`config.mk`:
```
export PLATFORM = sky130hd
export DESIGN_NAME = fly_camera_view_matrix
export DESIGN_NICKNAME = d
export VERILOG_FILES = /design/src/hw/rtl/fcvm_pkg.sv /design/src/hw/rtl/fcvm_mul.sv /design/src/hw/rtl/fcvm_cordic.sv /design/src/hw/rtl/fly_camera_view_matrix.sv
export SDC_FILE = /design/constraint.sdc
export NUM_CORES = 2
export LEC_CHECK = 0
export ABC_AREA = 1
export BUFFER_PORTS_ARGS = -buffer_cell sky130_fd_sc_hd__buf_2
export CORE_MARGIN = 10
export CORE_UTILIZATION = 33
export CTS_CLUSTER_SIZE = 40
export DETAILED_ROUTE_END_ITERATION = 7
export GPL_ROUTABILITY_DRIVEN = 0
export REMOVE_ABC_BUFFERS = 1
export SLEW_MARGIN = 20
export SYNTH_ARGS = -nofsm -noshare
export SYNTH_HDL_FRONTEND = slang
export SYNTH_HIERARCHICAL = 1
export SYNTH_SLANG_ARGS = --single-unit
```
`constraint.sdc`:
```
create_clock -name clock -period 33.7 [get_ports clock]
set_input_delay 0 -clock clock [delete_from_list [all_inputs] [get_ports clock]]
set_output_delay 0 -clock clock [all_outputs]
set_load 0.02 [all_outputs]
```
`src/hw/rtl/fcvm_pkg.sv`:
```
package fcvm_pkg;

   // Position format and CORDIC depth
   localparam int POS_FRAC_BITS = 16;
   localparam int CORDIC_STEPS  = 16;
   localparam int ATAN_LEN      = 24;
   localparam int CORDIC_ITERS  = (CORDIC_STEPS < ATAN_LEN) ? CORDIC_STEPS : ATAN_LEN;
   localparam int CIDX_W        = $clog2(CORDIC_ITERS);
   localparam int MOVE_SHIFT    = 38 - POS_FRAC_BITS;
   localparam int TRANS_SHIFT   = POS_FRAC_BITS - 2;

   // Angles in 1/128 degree
   localparam int YAW_FULL    = 46080;
   localparam int YAW_HALF    = 23040;
   localparam int YAW_QUARTER = 11520;
   localparam int PITCH_LIMIT = 11392;
   localparam int ONE_Q14     = 16384;
   localparam int MOD_STEPS   = 12;
   localparam logic signed [33:0] CORDIC_GAIN = 34'sd652032875;

   // Shared multiplier widths
   localparam int MUL_A_W = 18;
   localparam int MUL_B_W = 34;
   localparam int MUL_P_W = MUL_A_W + MUL_B_W;

   // Item kinds
   localparam logic [1:0] KIND_MOVE    = 2'd0;
   localparam logic [1:0] KIND_TURN    = 2'd1;
   localparam logic [1:0] KIND_RESTART = 2'd2;

   // Register indexes
   localparam logic [2:0] CSR_MOVE_SPEED  = 3'd0;
   localparam logic [2:0] CSR_TURN_SPEED  = 3'd1;
   localparam logic [2:0] CSR_START_YAW   = 3'd2;
   localparam logic [2:0] CSR_START_PITCH = 3'd3;
   localparam logic [2:0] CSR_START_X     = 3'd4;
   localparam logic [2:0] CSR_START_Y     = 3'd5;
   localparam logic [2:0] CSR_START_Z     = 3'd6;

   typedef enum logic [4:0] {
      ST_IDLE,
      ST_MV_SPD,
      ST_MV_SCL,
      ST_MV_CTL,
      ST_MV_AX,
      ST_MV_UPD,
      ST_TN_YAW,
      ST_TN_PIT,
      ST_TN_PCL,
      ST_TN_MOD,
      ST_RS_LOAD,
      ST_CY_GO,
      ST_CY_WAIT,
      ST_CP_GO,
      ST_CP_WAIT,
      ST_BM0,
      ST_BM1,
      ST_BM2,
      ST_BM3,
      ST_BM4,
      ST_DOT_MUL,
      ST_DOT_ACC,
      ST_EMIT
   } state_type;

   typedef struct packed {
      logic               done;
      logic signed [15:0] sin_v;
      logic signed [15:0] cos_v;
   } cordic_res_type;

   // Arctangent of 2^-i in Q15 of 1/128 degree units, that is times 32768
   function automatic logic [27:0] atan_entry(input logic [4:0] idx);
      logic [27:0] v;
      case (idx)
         5'd0:    v = 28'd188743680;
         5'd1:    v = 28'd111421900;
         5'd2:    v = 28'd58872272;
         5'd3:    v = 28'd29884485;
         5'd4:    v = 28'd15000234;
         5'd5:    v = 28'd7507429;
         5'd6:    v = 28'd3754631;
         5'd7:    v = 28'd1877430;
         5'd8:    v = 28'd938729;
         5'd9:    v = 28'd469366;
         5'd10:   v = 28'd234683;
         5'd11:   v = 28'd117342;
         5'd12:   v = 28'd58671;
         5'd13:   v = 28'd29335;
         5'd14:   v = 28'd14668;
         5'd15:   v = 28'd7334;
         5'd16:   v = 28'd3667;
         5'd17:   v = 28'd1833;
         5'd18:   v = 28'd917;
         5'd19:   v = 28'd458;
         5'd20:   v = 28'd229;
         5'd21:   v = 28'd115;
         5'd22:   v = 28'd57;
         5'd23:   v = 28'd29;
         default: v = 28'd0;
      endcase
      return v;
   endfunction

   // Saturate to 32 bit signed
   function automatic logic signed [31:0] sat32(input logic signed [63:0] v);
      logic signed [31:0] r;
      if (v > 64'sd2147483647) r = 32'sh7FFFFFFF;
      else if (v < -64'sd2147483648) r = 32'sh80000000;
      else r = v[31:0];
      return r;
   endfunction

endpackage

```
`src/hw/rtl/fcvm_mul.sv`:
```
module fcvm_mul
   import fcvm_pkg::*;
(
   input  logic                      clock,
   input  logic signed [MUL_A_W-1:0] op_a,
   input  logic signed [MUL_B_W-1:0] op_b,
   output logic signed [MUL_P_W-1:0] prod_ff
);

   logic signed [MUL_P_W-1:0] prod_in;

   // Form the product, register it for the next step
   assign prod_in = MUL_P_W'(op_a) * MUL_P_W'(op_b);

   always_ff @(posedge clock) begin
      prod_ff <= prod_in;
   end

endmodule

```
`src/hw/rtl/fcvm_cordic.sv`:
```
module fcvm_cordic
   import fcvm_pkg::*;
(
   input  logic               clock,
   input  logic               reset,
   input  logic               start,
   input  logic signed [16:0] angle,
   output cordic_res_type     res
);

   logic signed [33:0] x_ff, x_in, y_ff, y_in;
   logic signed [31:0] z_ff, z_in;
   logic [CIDX_W-1:0]  i_ff, i_in;
   logic               busy_ff, busy_in, done_ff, done_in, neg_ff, neg_in;
   logic signed [17:0] a1, a2;
   logic               fold;
   logic signed [33:0] dx, dy, cr, sr;
   logic signed [31:0] at;
   logic signed [15:0] cc, sc;

   // Fold the angle into plus or minus a quarter turn
   always_comb begin
      a1 = (18'(angle) > 18'sd23040) ? 18'(angle) - 18'sd46080 : 18'(angle);
      fold = 1'b0;
      a2 = a1;
      if (a1 > 18'(YAW_QUARTER)) begin
         a2 = a1 - 18'(YAW_HALF);
         fold = 1'b1;
      end else if (a1 < -18'(YAW_QUARTER)) begin
         a2 = a1 + 18'(YAW_HALF);
         fold = 1'b1;
      end
   end

   // One rotation per cycle
   always_comb begin
      dx = y_ff >>> i_ff;
      dy = x_ff >>> i_ff;
      at = 32'(atan_entry(5'(i_ff)));
      x_in = x_ff;
      y_in = y_ff;
      z_in = z_ff;
      i_in = i_ff;
      busy_in = busy_ff;
      neg_in = neg_ff;
      done_in = 1'b0;
      if (start && !busy_ff) begin
         x_in = CORDIC_GAIN;
         y_in = '0;
         z_in = 32'(a2) <<< 15;
         i_in = '0;
         neg_in = fold;
         busy_in = 1'b1;
      end else if (busy_ff) begin
         if (z_ff >= 0) begin
            x_in = x_ff - dx;
            y_in = y_ff + dy;
            z_in = z_ff - at;
         end else begin
            x_in = x_ff + dx;
            y_in = y_ff - dy;
            z_in = z_ff + at;
         end
         if (i_ff == CIDX_W'(CORDIC_ITERS - 1)) begin
            busy_in = 1'b0;
            done_in = 1'b1;
         end else begin
            i_in = i_ff + 1'b1;
         end
      end
   end

   always_ff @(posedge clock) begin
      if (reset) begin
         busy_ff <= 1'b0;
         done_ff <= 1'b0;
      end else begin
         busy_ff <= busy_in;
         done_ff <= done_in;
      end
      x_ff <= x_in;
      y_ff <= y_in;
      z_ff <= z_in;
      i_ff <= i_in;
      neg_ff <= neg_in;
   end

   // Round to Q1.14, clamp, undo the fold
   always_comb begin
      cr = (x_ff + 34'sd32768) >>> 16;
      sr = (y_ff + 34'sd32768) >>> 16;
      if (cr > 34'(ONE_Q14)) cc = 16'(ONE_Q14);
      else if (cr < -34'(ONE_Q14)) cc = -16'(ONE_Q14);
      else cc = cr[15:0];
      if (sr > 34'(ONE_Q14)) sc = 16'(ONE_Q14);
      else if (sr < -34'(ONE_Q14)) sc = -16'(ONE_Q14);
      else sc = sr[15:0];
      res.done = done_ff;
      res.cos_v = neg_ff ? -cc : cc;
      res.sin_v = neg_ff ? -sc : sc;
   end

endmodule

```
`src/hw/rtl/fly_camera_view_matrix.sv`:
```
// Fly camera producing a look-at view matrix.
// Request channel (req_): one word per item; kind selects move (keys and
// frame time), turn (mouse deltas) or restart (start pose). req_stall is
// high while an item is in work; a word is taken when req_valid is high and
// req_stall is low.
// Result channel (rsp_): four words per item, rows 0..3 of the view matrix,
// each with the camera position; rsp_last marks row 3. A word is taken when
// rsp_valid is high and rsp_stall is low; a stalled word holds.
// Config port (csr_): index and data, always ready; write only while idle.
// A move scales the speed and steps each axis (plus a control step when
// key bit 7 is set); a turn and a restart take two 16-step CORDIC runs on
// one rotator, a turn also a 12-step modulo reduction; a single shared
// multiplier is passed by every product in turn. Rows follow, one row per
// cycle while rsp_stall is low.
// The next item is accepted in the cycle after row 3 is taken.
// Reset loads the default registers and the default pose: position zero,
// yaw 270 degrees, pitch zero.
module fly_camera_view_matrix
   import fcvm_pkg::*;
(
   input  logic               clock,
   input  logic               reset,
   input  logic               req_valid,
   output logic               req_stall,
   input  logic [1:0]         req_kind,
   input  logic [7:0]         req_key_mask,
   input  logic [15:0]        req_delta_time,
   input  logic signed [15:0] req_mouse_dx,
   input  logic signed [15:0] req_mouse_dy,
   output logic               rsp_valid,
   input  logic               rsp_stall,
   output logic [1:0]         rsp_row,
   output logic signed [31:0] rsp_m0,
   output logic signed [31:0] rsp_m1,
   output logic signed [31:0] rsp_m2,
   output logic signed [31:0] rsp_m3,
   output logic signed [31:0] rsp_pos_x,
   output logic signed [31:0] rsp_pos_y,
   output logic signed [31:0] rsp_pos_z,
   output logic               rsp_last,
   input  logic               csr_valid,
   output logic               csr_ready,
   input  logic [2:0]         csr_index,
   input  logic [31:0]        csr_data
);

   state_type state_ff, state_in;

   logic [15:0]        move_speed_ff, turn_speed_ff, start_yaw_ff;
   logic signed [14:0] start_pitch_ff;
   logic signed [31:0] start_pos_ff [3];

   logic [7:0]         keys_ff;
   logic [15:0]        dt_ff;
   logic signed [15:0] mdx_ff, mdy_ff;

   logic signed [31:0] pos_ff [3];
   logic [15:0]        yaw_ff;
   logic signed [14:0] pitch_ff;
   logic signed [15:0] front_ff [3];
   logic signed [15:0] right_ff [3];
   logic signed [15:0] up_ff [3];
   logic signed [15:0] sy_ff, cy_ff, sp_ff, cp_ff;

   logic [32:0]        vel_ff;
   logic [1:0]         k_ff, r_ff;
   logic [3:0]         cnt_ff;
   logic [29:0]        mw_ff;
   logic signed [50:0] acc_ff;
   logic signed [31:0] trans_ff [3];

   logic signed [MUL_A_W-1:0] mul_a;
   logic signed [MUL_B_W-1:0] mul_b;
   logic signed [MUL_P_W-1:0] prod;

   logic               cordic_start;
   logic signed [16:0] cordic_angle;
   cordic_res_type     cres;

   logic [32:0]        vs;
   logic signed [17:0] coef;
   logic signed [15:0] dot_vec;
   logic signed [MUL_P_W-1:0] rnd5, rnd_move;
   logic signed [15:0] m14;
   logic signed [31:0] tmp_yaw, tmp_pitch;
   logic [29:0]        lim, mw_next;
   logic signed [50:0] acc_sum, acc_sel, acc_rnd;
   logic signed [63:0] pos_sum;

   fcvm_mul u_mul (
      .clock   (clock),
      .op_a    (mul_a),
      .op_b    (mul_b),
      .prod_ff (prod)
   );

   fcvm_cordic u_cordic (
      .clock (clock),
      .reset (reset),
      .start (cordic_start),
      .angle (cordic_angle),
      .res   (cres)
   );

   // Shared arithmetic helpers
   always_comb begin
      vs = keys_ff[6] ? {prod[31:0], 1'b0} : {1'b0, prod[31:0]};
      coef = '0;
      if (keys_ff[0]) coef = coef + 18'(front_ff[k_ff]);
      if (keys_ff[1]) coef = coef - 18'(front_ff[k_ff]);
      if (keys_ff[2]) coef = coef - 18'(right_ff[k_ff]);
      if (keys_ff[3]) coef = coef + 18'(right_ff[k_ff]);
      if (keys_ff[4]) coef = coef - 18'(up_ff[k_ff]);
      if (keys_ff[5]) coef = coef + 18'(up_ff[k_ff]);
      case (r_ff)
         2'd0:    dot_vec = right_ff[k_ff];
         2'd1:    dot_vec = up_ff[k_ff];
         default: dot_vec = front_ff[k_ff];
      endcase
      rnd5 = (prod + MUL_P_W'(16)) >>> 5;
      rnd_move = (prod + (MUL_P_W'(1) <<< (MOVE_SHIFT - 1))) >>> MOVE_SHIFT;
      pos_sum = 64'(pos_ff[k_ff]) + 64'(rnd_move);
      m14 = 16'((prod + MUL_P_W'(8192)) >>> 14);
      tmp_yaw = 32'($signed({1'b0, yaw_ff})) + 32'(rnd5) + 32'(YAW_FULL * 2048);
      tmp_pitch = 32'(pitch_ff) + 32'(rnd5);
      lim = 30'(YAW_FULL) << cnt_ff;
      mw_next = (mw_ff >= lim) ? mw_ff - lim : mw_ff;
      acc_sum = acc_ff + 51'(prod);
      acc_sel = (r_ff == 2'd2) ? acc_sum : -acc_sum;
      acc_rnd = (acc_sel + (51'sd1 <<< (TRANS_SHIFT - 1))) >>> TRANS_SHIFT;
   end

   // Next state
   always_comb begin
      state_in = state_ff;
      case (state_ff)
         ST_IDLE: begin
            if (req_valid) begin
               case (req_kind)
                  KIND_MOVE:    state_in = ST_MV_SPD;
                  KIND_TURN:    state_in = ST_TN_YAW;
                  KIND_RESTART: state_in = ST_RS_LOAD;
                  default:      state_in = ST_DOT_MUL;
               endcase
            end
         end
         ST_MV_SPD:  state_in = ST_MV_SCL;
         ST_MV_SCL:  state_in = keys_ff[7] ? ST_MV_CTL : ST_MV_AX;
         ST_MV_CTL:  state_in = ST_MV_AX;
         ST_MV_AX:   state_in = ST_MV_UPD;
         ST_MV_UPD:  state_in = (k_ff == 2'd2) ? ST_DOT_MUL : ST_MV_AX;
         ST_TN_YAW:  state_in = ST_TN_PIT;
         ST_TN_PIT:  state_in = ST_TN_PCL;
         ST_TN_PCL:  state_in = ST_TN_MOD;
         ST_TN_MOD:  state_in = (cnt_ff == 4'd0) ? ST_CY_GO : ST_TN_MOD;
         ST_RS_LOAD: state_in = ST_CY_GO;
         ST_CY_GO:   state_in = ST_CY_WAIT;
         ST_CY_WAIT: state_in = cres.done ? ST_CP_GO : ST_CY_WAIT;
         ST_CP_GO:   state_in = ST_CP_WAIT;
         ST_CP_WAIT: state_in = cres.done ? ST_BM0 : ST_CP_WAIT;
         ST_BM0:     state_in = ST_BM1;
         ST_BM1:     state_in = ST_BM2;
         ST_BM2:     state_in = ST_BM3;
         ST_BM3:     state_in = ST_BM4;
         ST_BM4:     state_in = ST_DOT_MUL;
         ST_DOT_MUL: state_in = ST_DOT_ACC;
         ST_DOT_ACC: begin
            if (k_ff == 2'd2 && r_ff == 2'd2) state_in = ST_EMIT;
            else state_in = ST_DOT_MUL;
         end
         ST_EMIT: begin
            if (!rsp_stall && r_ff == 2'd3) state_in = ST_IDLE;
         end
         default: state_in = ST_IDLE;
      endcase
   end

   // Handshake, multiplier operands and CORDIC requests
   always_comb begin
      req_stall = (state_ff != ST_IDLE);
      rsp_valid = (state_ff == ST_EMIT);
      csr_ready = 1'b1;
      mul_a = '0;
      mul_b = '0;
      cordic_start = 1'b0;
      cordic_angle = 17'($signed({1'b0, yaw_ff}));
      case (state_ff)
         ST_MV_SPD: begin
            mul_a = MUL_A_W'($signed({1'b0, move_speed_ff}));
            mul_b = MUL_B_W'($signed({1'b0, dt_ff}));
         end
         ST_MV_SCL: begin
            mul_a = MUL_A_W'(13107);
            mul_b = MUL_B_W'($signed({1'b0, vs}));
         end
         ST_MV_AX: begin
            mul_a = coef;
            mul_b = MUL_B_W'($signed({1'b0, vel_ff}));
         end
         ST_TN_YAW: begin
            mul_a = MUL_A_W'(mdx_ff);
            mul_b = MUL_B_W'($signed({1'b0, turn_speed_ff}));
         end
         ST_TN_PIT: begin
            mul_a = MUL_A_W'(mdy_ff);
            mul_b = MUL_B_W'($signed({1'b0, turn_speed_ff}));
         end
         ST_CY_GO: cordic_start = 1'b1;
         ST_CP_GO: begin
            cordic_start = 1'b1;
            cordic_angle = 17'(pitch_ff);
         end
         ST_BM0: begin
            mul_a = MUL_A_W'(cp_ff);
            mul_b = MUL_B_W'(cy_ff);
         end
         ST_BM1: begin
            mul_a = MUL_A_W'(cp_ff);
            mul_b = MUL_B_W'(sy_ff);
         end
         ST_BM2: begin
            mul_a = MUL_A_W'(cy_ff);
            mul_b = MUL_B_W'(sp_ff);
         end
         ST_BM3: begin
            mul_a = MUL_A_W'(sy_ff);
            mul_b = MUL_B_W'(sp_ff);
         end
         ST_DOT_MUL: begin
            mul_a = MUL_A_W'(dot_vec);
            mul_b = MUL_B_W'(pos_ff[k_ff]);
         end
         default: begin
            mul_a = '0;
         end
      endcase
   end

   // Configuration registers
   always_ff @(posedge clock) begin
      if (reset) begin
         move_speed_ff <= 16'd1280;
         turn_speed_ff <= 16'd2048;
         start_yaw_ff <= 16'd34560;
         start_pitch_ff <= '0;
         start_pos_ff[0] <= '0;
         start_pos_ff[1] <= '0;
         start_pos_ff[2] <= '0;
      end else if (csr_valid && csr_ready) begin
         case (csr_index)
            CSR_MOVE_SPEED:  move_speed_ff <= csr_data[15:0];
            CSR_TURN_SPEED:  turn_speed_ff <= csr_data[15:0];
            CSR_START_YAW:   start_yaw_ff <= csr_data[15:0];
            CSR_START_PITCH: start_pitch_ff <= csr_data[14:0];
            CSR_START_X:     start_pos_ff[0] <= csr_data;
            CSR_START_Y:     start_pos_ff[1] <= csr_data;
            CSR_START_Z:     start_pos_ff[2] <= csr_data;
            default:         start_pitch_ff <= start_pitch_ff;
         endcase
      end
   end

   // Sequencer state
   always_ff @(posedge clock) begin
      if (reset) state_ff <= ST_IDLE;
      else state_ff <= state_in;
   end

   // Camera pose and basis
   always_ff @(posedge clock) begin
      if (reset) begin
         pos_ff[0] <= '0;
         pos_ff[1] <= '0;
         pos_ff[2] <= '0;
         yaw_ff <= 16'd34560;
         pitch_ff <= '0;
         front_ff[0] <= '0;
         front_ff[1] <= '0;
         front_ff[2] <= -16'(ONE_Q14);
         right_ff[0] <= 16'(ONE_Q14);
         right_ff[1] <= '0;
         right_ff[2] <= '0;
         up_ff[0] <= '0;
         up_ff[1] <= 16'(ONE_Q14);
         up_ff[2] <= '0;
      end else begin
         case (state_ff)
            ST_MV_UPD: pos_ff[k_ff] <= sat32(pos_sum);
            ST_TN_PCL: begin
               if (tmp_pitch > 32'(PITCH_LIMIT)) pitch_ff <= 15'(PITCH_LIMIT);
               else if (tmp_pitch < -32'(PITCH_LIMIT)) pitch_ff <= -15'(PITCH_LIMIT);
               else pitch_ff <= tmp_pitch[14:0];
            end
            ST_TN_MOD: begin
               if (cnt_ff == 4'd0) yaw_ff <= mw_next[15:0];
            end
            ST_RS_LOAD: begin
               pos_ff[0] <= start_pos_ff[0];
               pos_ff[1] <= start_pos_ff[1];
               pos_ff[2] <= start_pos_ff[2];
               yaw_ff <= (start_yaw_ff >= 16'(YAW_FULL)) ?
                         start_yaw_ff - 16'(YAW_FULL) : start_yaw_ff;
               if (start_pitch_ff > 15'(PITCH_LIMIT)) pitch_ff <= 15'(PITCH_LIMIT);
               else if (start_pitch_ff < -15'(PITCH_LIMIT)) pitch_ff <= -15'(PITCH_LIMIT);
               else pitch_ff <= start_pitch_ff;
            end
            ST_BM1: front_ff[0] <= m14;
            ST_BM2: front_ff[2] <= m14;
            ST_BM3: up_ff[0] <= -m14;
            ST_BM4: begin
               up_ff[2] <= -m14;
               up_ff[1] <= cp_ff;
               front_ff[1] <= sp_ff;
               right_ff[0] <= -sy_ff;
               right_ff[1] <= '0;
               right_ff[2] <= cy_ff;
            end
            default: pitch_ff <= pitch_ff;
         endcase
      end
   end

   // Working registers
   always_ff @(posedge clock) begin
      case (state_ff)
         ST_IDLE: begin
            keys_ff <= req_key_mask;
            dt_ff <= req_delta_time;
            mdx_ff <= req_mouse_dx;
            mdy_ff <= req_mouse_dy;
            k_ff <= '0;
            r_ff <= '0;
            acc_ff <= '0;
         end
         ST_MV_SCL: vel_ff <= vs;
         ST_MV_CTL: vel_ff <= 33'((prod + MUL_P_W'(32768)) >>> 16);
         ST_MV_UPD: k_ff <= (k_ff == 2'd2) ? 2'd0 : k_ff + 2'd1;
         ST_TN_PIT: mw_ff <= tmp_yaw[29:0];
         ST_TN_PCL: cnt_ff <= 4'(MOD_STEPS - 1);
         ST_TN_MOD: begin
            mw_ff <= mw_next;
            cnt_ff <= cnt_ff - 4'd1;
         end
         ST_CY_WAIT: begin
            sy_ff <= cres.sin_v;
            cy_ff <= cres.cos_v;
         end
         ST_CP_WAIT: begin
            sp_ff <= cres.sin_v;
            cp_ff <= cres.cos_v;
         end
         ST_DOT_ACC: begin
            if (k_ff == 2'd2) begin
               trans_ff[r_ff] <= sat32(64'(acc_rnd));
               acc_ff <= '0;
               k_ff <= '0;
               r_ff <= (r_ff == 2'd2) ? 2'd0 : r_ff + 2'd1;
            end else begin
               acc_ff <= acc_sum;
               k_ff <= k_ff + 2'd1;
            end
         end
         ST_EMIT: begin
            if (!rsp_stall) r_ff <= r_ff + 2'd1;
         end
         default: keys_ff <= keys_ff;
      endcase
   end

   // Result word from the stored rows
   always_comb begin
      rsp_row = r_ff;
      rsp_last = (r_ff == 2'd3);
      rsp_pos_x = pos_ff[0];
      rsp_pos_y = pos_ff[1];
      rsp_pos_z = pos_ff[2];
      case (r_ff)
         2'd0: begin
            rsp_m0 = 32'(right_ff[0]) <<< 2;
            rsp_m1 = 32'(right_ff[1]) <<< 2;
            rsp_m2 = 32'(right_ff[2]) <<< 2;
            rsp_m3 = trans_ff[0];
         end
         2'd1: begin
            rsp_m0 = 32'(up_ff[0]) <<< 2;
            rsp_m1 = 32'(up_ff[1]) <<< 2;
            rsp_m2 = 32'(up_ff[2]) <<< 2;
            rsp_m3 = trans_ff[1];
         end
         2'd2: begin
            rsp_m0 = -(32'(front_ff[0]) <<< 2);
            rsp_m1 = -(32'(front_ff[1]) <<< 2);
            rsp_m2 = -(32'(front_ff[2]) <<< 2);
            rsp_m3 = trans_ff[2];
         end
         default: begin
            rsp_m0 = '0;
            rsp_m1 = '0;
            rsp_m2 = '0;
            rsp_m3 = 32'sd65536;
         end
      endcase
   end

endmodule
```
==> results.yml <==
detailed_routing:
  num_vias: 92912
  wire_per_inst_um: 20.7
  first_pass_iters: 8
  viasPerCell: 5.17
  routed_wl_um: 371000
  drc: 0
  drtIter0Drc: 10825
  drtAntennaViolNets: 0
setup_path:
  critPathKind: "register to register"
  end_kind: "register"
  cp-start-kind: "register"
  reg2reg_slack_ns: 19.31
  cp_common_cell: "nand2_1"
  max_stage_delay_ns: 0.75
  slowest_stage: "dfxtp_2"
  r2r-end: "u_mul/prod_ff[51]$_DFF_P_"
  crit_arrival_ns: 15.05
  reg2reg_depth: 71
  crit_fanout: 37
  worstPathRequired_ns: 34.36
synth:
  netlist_instances: 13685
  synth_cell_types: 78
  synth_warnings: 6
  synth-seq-cells: 978
  syn_area_um2: 97100
  synth-seq-area-share_pct: 27.5
  syn_avg_cell_area_um2: 7.10
  synth-edff-count: 708
  async_flop_share_pct: 0
  synthFlopType: "edfxtp_1"
global_routing:
  grt_pass1_vias: 87398
  grt_usage_pct: 22.6
  antenna_found_initial: 18
  grt_max_degree: 82
  gr-total-overflow: 0
  grt_pass1_wl_um: 554000
run_status:
  outcome: "finished clean"
cts:
  cts_sinks: 978
  numCtsBuffers: 107
  clock-root-buffer: "clkbuf_16"
  cts.clk_slew.worst_paths_ns: 0.06
  htreeDepth: 3
  clk_path_buf_depth: 3
  post_cts_buffers: 0
  clkLatencyLatePin_ns: 0.80
  cts_tree: "built"
hold_path:
  hold_depth: 2
  holdCritStartpoint: "req_delta_time[11]"
  hold_end: "dt_ff[11]$_DFFE_PN_"
  hold_path_class: "input pin to register"
final_layout:
  fill_cells: 31063
  drive_above_1_share_pct: 6.97
  stdcell_count: 17959
  most-common-layout-cells: "nand2_1, inv_1, nor2_1"
  areaGrowthSynthToFinish_pct: 11.6
  fin_nets: 15124
  utilization_pct: 36.9
  layout_commonest_cell: "nand2_1"
sta:
  drv_slew: 0
  rsz0062_at_grt: "no"
  hold_ws_ns: 0.0834
  fin_tns_setup_ns: 0
  tightest_slew_ns: 1.34
  max_slew_margin_pct: 11.0
  fin_skew_ns: 0.0985
  max_freq_mhz: 69.5
  layout_setup_ws_ns: 19.31
  hold_violations: 0
  finalSetupViolations: 0
  post-route-period-util_pct: 42.7
  fin_crit_ns: 14.39
placement:
  io_buffers: 320
  place_ws_ns: 19.57
  dp_hpwl_um: 296000
  dp_cells: 17578
power:
  ir_drop_uv: 86.0
  pwr_density_cell_nw_per_um2: 114
  p_leak_nw: 52.9
floorplanning:
  chipWidth_um: 563
  die_height_um: 563
  coreArea_um2: 294000
  fp-row-count: 199
  initial_core_util_pct: 33.1
  dieArea_um2: 316000
  io_pins: 328
run:
  maxCapViolCount: 0
worst max path at each step:
| stage | startpoint | end | slack (ns) | cells after the start |
|---|---|---|---|---|
| after CTS | register | u_mul/prod_ff[51]$_DFF_P_ | 19.48 | 71 |
| after global placement | register | u_mul/prod_ff[51]$_DFF_P_ | 19.71 | 68 |
| after detailed placement | register | u_mul/prod_ff[51]$_DFF_P_ | 19.57 | 68 |
| final | register | u_mul/prod_ff[51]$_DFF_P_ | 19.31 | 71 |
| after global routing | register | u_mul/prod_ff[51]$_DFF_P_ | 18.14 | 68 |
| after floorplan | register | u_mul/prod_ff[36]$_DFF_P_ | 18.56 | 58 |
per-layer routing:
metal | GRT usage [%] | up-vias | wire (µm)
met1 | 30.7 | 43758 | 155000
met4 | 11.6 | 22 | 23300
met2 | 34.4 | 4292 | 158000
li1 | - | 44052 | -
met5 | 0 | - | 169
met3 | 3.70 | 788 | 34200
flip-flops by register name, summed over array words and instances (netlist names), 28 cells and up, named ones only:
| signal | cells |
|---|---|
| pos_ff | 128 |
| start_pos_ff | 96 |
| trans_ff | 96 |
| u_mul/prod_ff | 52 |
| acc_ff | 51 |
| front_ff | 48 |
| up_ff | 48 |
| u_cordic/x_ff | 34 |
| u_cordic/y_ff | 34 |
| vel_ff | 33 |
| right_ff | 32 |
| u_cordic/z_ff | 32 |
| mw_ff | 30 |
| u_cordic/at | 28 |
critical path: cells and delay by family (launching register included):
| family | cells | cell delay (ns) |
|---|---|---|
| fa+ha+maj | 12 | 5.12 |
| xor+xnor | 2 | 0.26 |
| buf+inv | 11 | 1.37 |
| compound gates | 15 | 3.10 |
| flops | 1 | 0.75 |
| simple gates | 31 | 3.60 |
repair_timing:
item,in CTS,in global routing
hold endpoints to repair,242,0
hold buffers,161,0
gates resized for setup,0,0
endpoints found under the setup margin,0,0
final cells by class:
| type | instances | area, µm² | share of cell area, % |
|---|---|---|---|
| Antenna cell | 16 | 40.0 | 0.0369 |
| Multi-Input combinational cell | 9797 | 59600 | 55.0 |
| Inverter | 2421 | 9090 | 8.39 |
| Clock buffer | 124 | 2850 | 2.62 |
| Sequential cell | 978 | 26700 | 24.6 |
| Timing Repair Buffer | 628 | 4330 | 3.99 |
| Tap cell | 3919 | 4900 | 4.52 |
| Clock inverter | 76 | 938 | 0.865 |
cells in the mapped netlist, types with 128 or more instances:
cell,count,area (µm²)
o21ai_0,757,3790
clkbuf_1,359,1350
edfxtp_1,708,21300
fa_1,596,11900
nor2_1,1051,3950
nand3_1,783,3920
inv_1,2365,8880
nand2_1,3930,14800
ha_1,497,6220
a21oi_1,627,3140
nand4_1,151,945
dfxtp_1,270,5410
xnor2_1,128,1120
xor2_1,298,2610
per-stage QoR:
stage	area, µm²	power [mW]
global route	108000	13.6
floorplan	95000	8.16
CTS	108000	12.3
detailed placement	103000	10.9
finish	108000	12.4
global placement	103000	10.9
cells by family after synthesis:
family	share of synthesized area, %
AND/OR/NAND/NOR	27.0
buffers and inverters	11.5
AO/OA/AOI/OAI	11.4
adder cells (fa/ha/maj)	18.7
flip-flops	27.5
XOR/XNOR	3.87
multiplexers	0.0412
other	0.00773
power by group:
group,internal (mW),leakage (nW),total (mW),switching [mW]
Sequential,1.69,9.09,1.99,0.303
Clock,0.722,1.84,1.29,0.564
Combinational,2.84,42.0,9.13,6.29
Power figures use the tool's default switching activity.
